--- src/hdl/tile_ram_first_fit_allocator_core_macros.svh ---
// Assertion macros for the tile RAM first-fit allocator.
// Included by modules that carry concurrent assertions; no other dependencies.
`ifndef TILE_RAM_FIRST_FIT_ALLOCATOR_CORE_MACROS_SVH
`define TILE_RAM_FIRST_FIT_ALLOCATOR_CORE_MACROS_SVH

// Checks that an antecedent implies a consequent in the same cycle.
`define TRFA_ASSERT_IMP(label, clk, rst, ante, cons) \
  label: assert property (@(posedge clk) disable iff (rst) (ante) |-> (cons)) \
    else $error("assertion failed");

// Checks that an antecedent implies a consequent in the next cycle.
`define TRFA_ASSERT_NEXT(label, clk, rst, ante, cons) \
  label: assert property (@(posedge clk) disable iff (rst) (ante) |=> (cons)) \
    else $error("assertion failed");

`endif

--- src/hdl/trfa_pkg.sv ---
// Package for the tile RAM first-fit allocator: payload types, codes and sizes.
// No dependencies.
package trfa_pkg;

  localparam int MAX_SEGMENTS = 64;
  localparam int ADDR_W = $clog2(MAX_SEGMENTS);
  localparam int CNT_W = $clog2(MAX_SEGMENTS + 1);
  localparam int TILE_SPACE = 2048;

  localparam logic [1:0] OP_LOAD = 2'd0;
  localparam logic [1:0] OP_UNLOAD_INDEX = 2'd1;
  localparam logic [1:0] OP_UNLOAD_TAG = 2'd2;
  localparam logic [1:0] OP_FIND_TAG = 2'd3;

  localparam logic [1:0] ST_OK = 2'd0;
  localparam logic [1:0] ST_NOT_FOUND = 2'd1;
  localparam logic [1:0] ST_FULL = 2'd2;
  localparam logic [1:0] ST_NO_SPACE = 2'd3;

  localparam logic [15:0] INDEX_NONE = 16'hFFFF;

  localparam logic CFG_BASE_TILE = 1'b0;
  localparam logic CFG_TILE_LIMIT = 1'b1;

  typedef struct packed {
    logic [1:0] operation;
    logic [11:0] tile_count;
    logic [10:0] tile_start;
    logic [15:0] tag;
  } in_item_t;

  typedef struct packed {
    logic [15:0] result_index;
    logic [1:0] status;
  } out_item_t;

  typedef struct packed {
    logic [10:0] start;
    logic [11:0] length;
    logic [15:0] tag;
  } segment_t;

endpackage

--- src/hdl/tile_ram_first_fit_allocator_core.sv ---
// Top level of the tile RAM first-fit allocator: command sequencer and table RAM.
// Depends on trfa_pkg, trfa_ram and the assertion macro header.
//
// Usage: drive cmd with start high while busy is low; that edge transfers the
// command. busy then stays high while the sequencer walks the segment table,
// held in one synchronous RAM read one entry per cycle. Exactly one result is
// shown on rsp with rsp_valid high for a single cycle; the receiver cannot
// stall it and must take it then. busy is already low in the result cycle, so
// the next command can be transferred at the edge that takes the result.
// Operation: a search reads one entry per cycle, then an insertion or removal
// moves each later entry with one read and one write. The RAM port is the
// limiting resource.
// Reset clears the segment count and the configuration registers (base_tile
// 16, tile_limit 2048); the table RAM itself is not cleared and needs no
// clearing pass, since only entries below the count are ever read.
// Configuration is written through cfg_we, cfg_index and cfg_data at any edge
// while the block is idle; the user must ensure this, the block does not enforce it.
`include "tile_ram_first_fit_allocator_core_macros.svh"
module tile_ram_first_fit_allocator_core
  import trfa_pkg::*;
(
  input  logic       clk,
  input  logic       rst,
  input  logic       start,
  output logic       busy,
  input  in_item_t   cmd,
  output logic       rsp_valid,
  output out_item_t  rsp,
  input  logic       cfg_we,
  input  logic       cfg_index,
  input  logic [11:0] cfg_data
);

  localparam logic [2:0] S_IDLE = 3'd0;
  localparam logic [2:0] S_SCAN = 3'd1;
  localparam logic [2:0] S_DECIDE = 3'd2;
  localparam logic [2:0] S_SHIFT_RD = 3'd3;
  localparam logic [2:0] S_SHIFT_WR = 3'd4;
  localparam logic [2:0] S_DONE = 3'd5;

  logic [2:0] state;
  logic [10:0] base_tile;
  logic [11:0] tile_limit;
  logic [CNT_W-1:0] seg_count;
  in_item_t req;

  logic [CNT_W-1:0] idx;
  logic rd_pending;
  logic have_prev;
  logic [12:0] prev_end;
  logic [CNT_W-1:0] pos;
  logic [12:0] new_start;
  logic found;
  logic [10:0] found_start;
  logic insert_mode;
  logic [CNT_W-1:0] shift_idx;
  segment_t carry;
  out_item_t result;

  logic ram_we;
  logic [ADDR_W-1:0] ram_waddr;
  segment_t ram_wdata;
  logic [ADDR_W-1:0] ram_raddr;
  segment_t ram_rdata;

  trfa_ram #(.DEPTH(MAX_SEGMENTS)) u_ram (
    .clk(clk), .wr_en(ram_we), .wr_addr(ram_waddr), .wr_data(ram_wdata),
    .rd_addr(ram_raddr), .rd_data(ram_rdata)
  );

  logic [12:0] rd_end;
  logic [12:0] gap;
  logic [12:0] limit_eff;
  logic tag_hit;

  assign rd_end = {2'b00, ram_rdata.start} + {1'b0, ram_rdata.length};
  assign gap = ({2'b00, ram_rdata.start} >= prev_end)
    ? ({2'b00, ram_rdata.start} - prev_end) : 13'd0;
  assign limit_eff = (tile_limit > 12'(TILE_SPACE)) ? 13'(TILE_SPACE) : {1'b0, tile_limit};
  assign tag_hit = (req.tag != 16'd0) && (ram_rdata.tag == req.tag);

  assign busy = (state != S_IDLE);

  always_comb begin
    ram_we = 1'b0;
    ram_waddr = shift_idx[ADDR_W-1:0];
    ram_wdata = carry;
    ram_raddr = idx[ADDR_W-1:0];
    if (state == S_SHIFT_RD) begin
      ram_raddr = insert_mode ? shift_idx[ADDR_W-1:0] : ADDR_W'(shift_idx + 1'b1);
    end
    if (state == S_SHIFT_WR) begin
      ram_we = 1'b1;
      ram_wdata = insert_mode ? carry : ram_rdata;
    end
  end

  always_ff @(posedge clk) begin
    if (rst) begin
      state <= S_IDLE;
      base_tile <= 11'd16;
      tile_limit <= 12'd2048;
      seg_count <= '0;
      rsp_valid <= 1'b0;
      rd_pending <= 1'b0;
    end else begin
      rsp_valid <= 1'b0;
      if (cfg_we) begin
        unique case (cfg_index)
          CFG_BASE_TILE: base_tile <= cfg_data[10:0];
          CFG_TILE_LIMIT: tile_limit <= cfg_data;
          default: ;
        endcase
      end
      unique case (state)
        S_IDLE: begin
          if (start) begin
            req <= cmd;
            idx <= '0;
            rd_pending <= 1'b0;
            have_prev <= 1'b0;
            found <= 1'b0;
            state <= S_SCAN;
          end
        end
        S_SCAN: begin
          // A read issued last cycle returns now; idx points at the next entry.
          if (rd_pending) begin
            if (req.operation == OP_LOAD) begin
              if (have_prev && ({1'b0, req.tile_count} <= gap) && !found) begin
                found <= 1'b1;
                new_start <= prev_end;
                pos <= CNT_W'(idx - 1'b1);
              end
              prev_end <= rd_end;
              have_prev <= 1'b1;
            end else if (!found) begin
              if ((req.operation == OP_UNLOAD_INDEX && ram_rdata.start == req.tile_start)
                  || (req.operation != OP_UNLOAD_INDEX && tag_hit)) begin
                found <= 1'b1;
                found_start <= ram_rdata.start;
                pos <= CNT_W'(idx - 1'b1);
              end
            end
          end
          if (idx < seg_count && !(found && req.operation != OP_LOAD)
              && !(rd_pending && req.operation != OP_LOAD && !found &&
                   ((req.operation == OP_UNLOAD_INDEX && ram_rdata.start == req.tile_start)
                    || (req.operation != OP_UNLOAD_INDEX && tag_hit)))
              && !(req.operation == OP_LOAD && (seg_count >= CNT_W'(MAX_SEGMENTS)
                   || seg_count == '0))) begin
            idx <= idx + 1'b1;
            rd_pending <= 1'b1;
          end else begin
            rd_pending <= 1'b0;
            if (!rd_pending || req.operation != OP_LOAD) begin
              state <= S_DECIDE;
            end
          end
          if (req.operation == OP_LOAD && rd_pending && found) begin
            rd_pending <= 1'b0;
            state <= S_DECIDE;
          end
        end
        S_DECIDE: begin
          state <= S_DONE;
          result <= '{INDEX_NONE, ST_NOT_FOUND};
          if (req.operation == OP_LOAD) begin
            logic [12:0] st;
            logic [CNT_W-1:0] p;
            st = found ? new_start : (seg_count == '0) ? {2'b00, base_tile} : prev_end;
            p = found ? pos : seg_count;
            if (seg_count >= CNT_W'(MAX_SEGMENTS)) begin
              result <= '{INDEX_NONE, ST_FULL};
            end else if (st > 13'(TILE_SPACE - 1)
                         || st + {1'b0, req.tile_count} > limit_eff) begin
              result <= '{INDEX_NONE, ST_NO_SPACE};
            end else begin
              result <= '{{5'd0, st[10:0]}, ST_OK};
              carry <= '{st[10:0], req.tile_count, req.tag};
              pos <= p;
              shift_idx <= p;
              insert_mode <= 1'b1;
              seg_count <= seg_count + 1'b1;
              state <= S_SHIFT_RD;
            end
          end else if (found) begin
            result <= '{{5'd0, found_start}, ST_OK};
            if (req.operation != OP_FIND_TAG) begin
              insert_mode <= 1'b0;
              shift_idx <= pos;
              seg_count <= seg_count - 1'b1;
              state <= S_SHIFT_RD;
            end
          end
        end
        S_SHIFT_RD: begin
          // Insert: end of run once the slot beyond the old last entry is written.
          if (insert_mode ? (shift_idx >= seg_count) : (shift_idx >= seg_count)) begin
            if (insert_mode) begin
              state <= S_SHIFT_WR;
            end else begin
              state <= S_DONE;
            end
          end else begin
            state <= S_SHIFT_WR;
          end
        end
        S_SHIFT_WR: begin
          if (insert_mode) begin
            carry <= ram_rdata;
            if (shift_idx + 1'b1 >= seg_count) begin
              state <= S_DONE;
            end else begin
              shift_idx <= shift_idx + 1'b1;
              state <= S_SHIFT_RD;
            end
          end else begin
            shift_idx <= shift_idx + 1'b1;
            state <= S_SHIFT_RD;
          end
        end
        S_DONE: begin
          rsp_valid <= 1'b1;
          rsp <= result;
          state <= S_IDLE;
        end
        default: state <= S_IDLE;
      endcase
    end
  end

  `TRFA_ASSERT_IMP(a_count_bound, clk, rst, 1'b1, seg_count <= CNT_W'(MAX_SEGMENTS))
  `TRFA_ASSERT_NEXT(a_rsp_once, clk, rst, rsp_valid, !rsp_valid)
  `TRFA_ASSERT_IMP(a_rsp_ok_index, clk, rst, rsp_valid && rsp.status == ST_OK,
    rsp.result_index < 16'(TILE_SPACE))
  `TRFA_ASSERT_IMP(a_rsp_fail_index, clk, rst, rsp_valid && rsp.status != ST_OK,
    rsp.result_index == INDEX_NONE)
  `TRFA_ASSERT_IMP(a_write_in_range, clk, rst, ram_we,
    shift_idx < CNT_W'(MAX_SEGMENTS))

endmodule

--- src/hdl/trfa_ram.sv ---
// Single-port-write, single-port-read synchronous RAM holding the segment table.
// Depends on trfa_pkg for the entry type.
module trfa_ram
  import trfa_pkg::*;
#(
  parameter int DEPTH = MAX_SEGMENTS,
  parameter int AW = $clog2(DEPTH)
) (
  input  logic           clk,
  input  logic           wr_en,
  input  logic [AW-1:0]  wr_addr,
  input  segment_t       wr_data,
  input  logic [AW-1:0]  rd_addr,
  output segment_t       rd_data
);

  segment_t mem [DEPTH];

  always_ff @(posedge clk) begin
    if (wr_en) begin
      mem[wr_addr] <= wr_data;
    end
    rd_data <= mem[rd_addr];
  end

endmodule

--- config.mk ---
export PLATFORM = sky130hd
export DESIGN_NAME = tile_ram_first_fit_allocator_core
export DESIGN_NICKNAME = d
export VERILOG_FILES = /design/src/hdl/trfa_pkg.sv /design/src/hdl/tile_ram_first_fit_allocator_core.sv /design/src/hdl/trfa_ram.sv
export VERILOG_INCLUDE_DIRS = /design/src /design/src/hdl
export SDC_FILE = /design/constraint.sdc
export NUM_CORES = 2
export LEC_CHECK = 0
export BUFFER_PORTS_ARGS = -buffer_cell sky130_fd_sc_hd__buf_2
export CAP_MARGIN = 15
export CORE_UTILIZATION = 60
export CTS_CLUSTER_SIZE = 10
export DETAILED_ROUTE_END_ITERATION = 7
export GPL_ROUTABILITY_DRIVEN = 0
export GPL_TIMING_DRIVEN = 0
export PLACE_DENSITY = 0.76
export REMOVE_ABC_BUFFERS = 1
export SLEW_MARGIN = 20
export SYNTH_ARGS = -nofsm -noshare
export SYNTH_HDL_FRONTEND = slang
export SYNTH_HIERARCHICAL = 1
export SYNTH_SLANG_ARGS = --single-unit
--- constraint.sdc ---
create_clock -name clk -period 13.77 [get_ports clk]
set_input_delay 2.0655 -clock clk [delete_from_list [all_inputs] [get_ports clk]]
set_output_delay 2.0655 -clock clk [all_outputs]
set_load 0.005 [all_outputs]
==> flow_summary.json <==
{
  "ir_worst_vdd_mv": 0.160,
  "num_rows": 154,
  "antenna_found_initial": 12,
  "grt_pass1_vias": 60126,
  "cts_tree": "done",
  "maxClockFrequency_mhz": 134,
  "layout_common_cells": "edfxtp_1 (2665), mux4_2 (593), clkbuf_16 (336), nand2_1 (258), buf_16 (170)",
  "relSlewSlack": 0.164,
  "cpPeakStageDelay_ns": 0.79,
  "yosysUniqueCellTypes": 68,
  "combPwrFrac": 0.107,
  "detailed_place_hpwl_um": 182000,
  "hold_buffers": 0,
  "path_cells": "or4_4 > or4_1 > mux2i_1 > o21ai_0 > ha_1 > nand3_1 > nor2_1 > nor4_1 > nor2_1 > a31oi_1 > xnor2_1 > ha_1 > a21o_1 > a21oi_1 > nor2b_1 > or4_4 > or4_4 > o22a_1 > nor2_4 > buf_12 > buf_16",
  "route.detailed.drc": 0,
  "post-cts-setup-buffer-count": 0,
  "synth_warnings": 6,
  "clockBufferDepth": 4,
  "synth_edf_count": 2665,
  "postSynthAreaPerCell_um2": 20.4,
  "die_y_um": 425,
  "clkTransAtPathRegs_ns": 0.06,
  "regArea_mm2": 0.0815,
  "layout_commonest_cell": "edfxtp_1",
  "min_period_ns": 7.44,
  "pin_count": 78,
  "finalSetupViolCount": 0,
  "startpoint_type": "flip-flop",
  "vias": 59254,
  "insertion_delay_ns": 0.96,
  "firstDrtPassIters": 6,
  "yosys.area.top_type_share": 0.744,
  "drive_above_1_share": 0.265,
  "portBuffers": 77,
  "grt_use_total": 0.348,
  "wl_um": 311000,
  "clkPwrFrac": 0.400,
  "die_area_mm2": 0.181,
  "grt_max_degree": 65,
  "root_buffer": "clkbuf_16",
  "syn_area_mm2": 0.108,
  "seqPwrFrac": 0.492,
  "fill_cells": 9423,
  "fin_crit_sh": 0.540,
  "drv_slew": 0,
  "antenna_left": 0,
  "yosys.area.top_type": "edfxtp_1",
  "setup_ws_ns": 6.33,
  "synth_flop_cell": "edfxtp_1",
  "cp_slowest_cell": "or4_1",
  "dpl_worst_slack_ns": 6.34,
  "intPower_mw": 14.4,
  "core_mm2": 0.177,
  "power.leakage_nw": 40.0,
  "netlist_instances": 5277,
  "p_sw_mw": 4.39,
  "grt_pass1_wl_um": 438000,
  "grt_setup_unrepaired": "false",
  "synthArstFlopShare": 0,
  "cts.sinks": 2739,
  "cp_data_arrival_time_ns": 8.08,
  "hold_violations": 0,
  "yosys_register_bits": 2739,
  "utilization": 0.709,
  "multi_input_area_mm2": 0.0252,
  "finClkSkew_ns": 0.0844,
  "nets": 5834,
  "path_buf_inv": 2,
  "cp_max_fo": 21,
  "critPathKind": "reg2reg",
  "worstHoldPathType": "reg2reg",
  "p_sw_frac": 0.234,
  "ys_seq_area_frac": 0.758,
  "cp_data_required_time_ns": 14.41,
  "start_util": 0.607,
  "h-tree-depth": 5,
  "synthTopCellsByArea": "edfxtp_1 (74%), mux4_2 (12%), dfxtp_1 (1.4%)",
  "worstMarginPinSlew_ns": 1.25,
  "area.growth.synth_to_final_pct": 16.8,
  "crit_path_frequent_cell": "or4_4",
  "first_iter_violations": 9385,
  "via_per_inst": 7.29,
  "fin_area_mm2": 0.126,
  "wl_per_cell_um": 38.3,
  "grt_overflow": 0,
  "dieWidth_um": 425,
  "status": "completed",
  "cts.repair.resized": 0,
  "critPathTopFamily": "simple AND/OR/NAND/NOR gates",
  "maxCapViolations": 0,
  "numCtsBuffers": 325,
  "placed_cell_area_mm2": 0.117,
  "cp-end-kind": "flip-flop",
  "power_density_mw_per_mm2": 150
}
[area by class of cell]
class / count / share of cell area
multi-input combinational: 2209 / 0.200
clock buffer: 421 / 0.0696
sequential: 2739 / 0.649
clock inverter: 6 / 0.000578
timing repair buffer: 366 / 0.0553
inverter: 45 / 0.00136
antenna: 7 / 0.000140
tap: 2340 / 0.0233
[registers in the layout, indices dropped and copies added, names as in the netlist]
| name | cells |
|---|---|
| rd_pending | 1 |
| shift_idx | 7 |
| rsp_valid | 1 |
| pos | 7 |
| prev_end | 13 |
| rsp | 14 |
| u_ram/mem | 2496 |
| state | 3 |
| base_tile | 11 |
| found_start | 11 |
| result | 14 |
| idx | 7 |
| tile_limit | 12 |
| found | 1 |
| have_prev | 1 |
| u_ram/rd_data | 39 |
| new_start | 13 |
| seg_count | 7 |
| req | 41 |
| insert_mode | 1 |
| carry | 39 |
[layer usage]
layer / wire [um] / GRT usage
met2: 145000 / 0.537
met5: 28 / 0
met4: 21500 / 0.204
met3: 41800 / 0.0911
met1: 103000 / 0.451
[worst reg2reg max path: stages (launching register included)]
cell	delay, ns
dfxtp_1	0.35
or4_4	0.57
or4_1	0.79
mux2i_1	0.24
o21ai_0	0.68
ha_1	0.44
nand3_1	0.11
nor2_1	0.06
nor4_1	0.44
nor2_1	0.19
a31oi_1	0.27
xnor2_1	0.17
ha_1	0.27
a21o_1	0.16
a21oi_1	0.29
nor2b_1	0.11
or4_4	0.51
or4_4	0.66
o22a_1	0.26
nor2_4	0.16
buf_12	0.22
buf_16	0.21
[through the flow]
step	std cells	hold WS [ns]	total power [mW]	TNS (ns)
after floorplan	4993	0.400	12.6	-2573.02
after global placement	7410	0.403	14.4	-4128.71
after detailed placement	7699	0.406	11.3	0
after CTS	8126	0.416	18.8	0
after global routing	8126	0.426	19.2	0
final	8133	0.416	18.8	0
[Yosys cell counts (42+ instances only)]
cell and count:
mux2_2 88, mux2i_1 94, ha_1 86, a211oi_1 47, nor3_1 51, nand3_1 47, a21oi_1 68, edfxtp_1 2665
mux4_2 593, o22ai_1 156, clkbuf_1 118, buf_4 43, nor2b_1 59, o21ai_0 57, xnor2_1 61, nor2_1 154
dfxtp_1 74, o22a_1 43, buf_2 69, inv_1 42, nand2_1 263
[kinds of logic after synthesis]
group | share of synthesized area
flops | 0.758
xor+xnor | 0.00644
compound gates | 0.0355
fa+ha+maj | 0.0108
mux | 0.142
buf+inv | 0.0161
simple gates | 0.0309
[worst paths after layout]
path,startpoint,to,slack (ns),cells past startpoint
setup / recovery,seg_count[2],carry[31],6.33,21
hold / removal,result[3],rsp[3],0.42,0
setup reg to reg,seg_count[2],carry[31],6.33,21
hold reg to reg,result[3],rsp[3],0.42,0
[power by group through the flow]
stage | clock network (mW) | registers, mW | logic, mW
floorplan | 0 | 9.36 | 3.25
global placement | 0 | 9.42 | 4.96
detailed placement | 0 | 9.42 | 1.91
CTS | 7.56 | 9.25 | 1.97
global route | 7.84 | 9.25 | 2.08
finish | 7.52 | 9.25 | 2.02
Power figures use the tool's default switching activity.
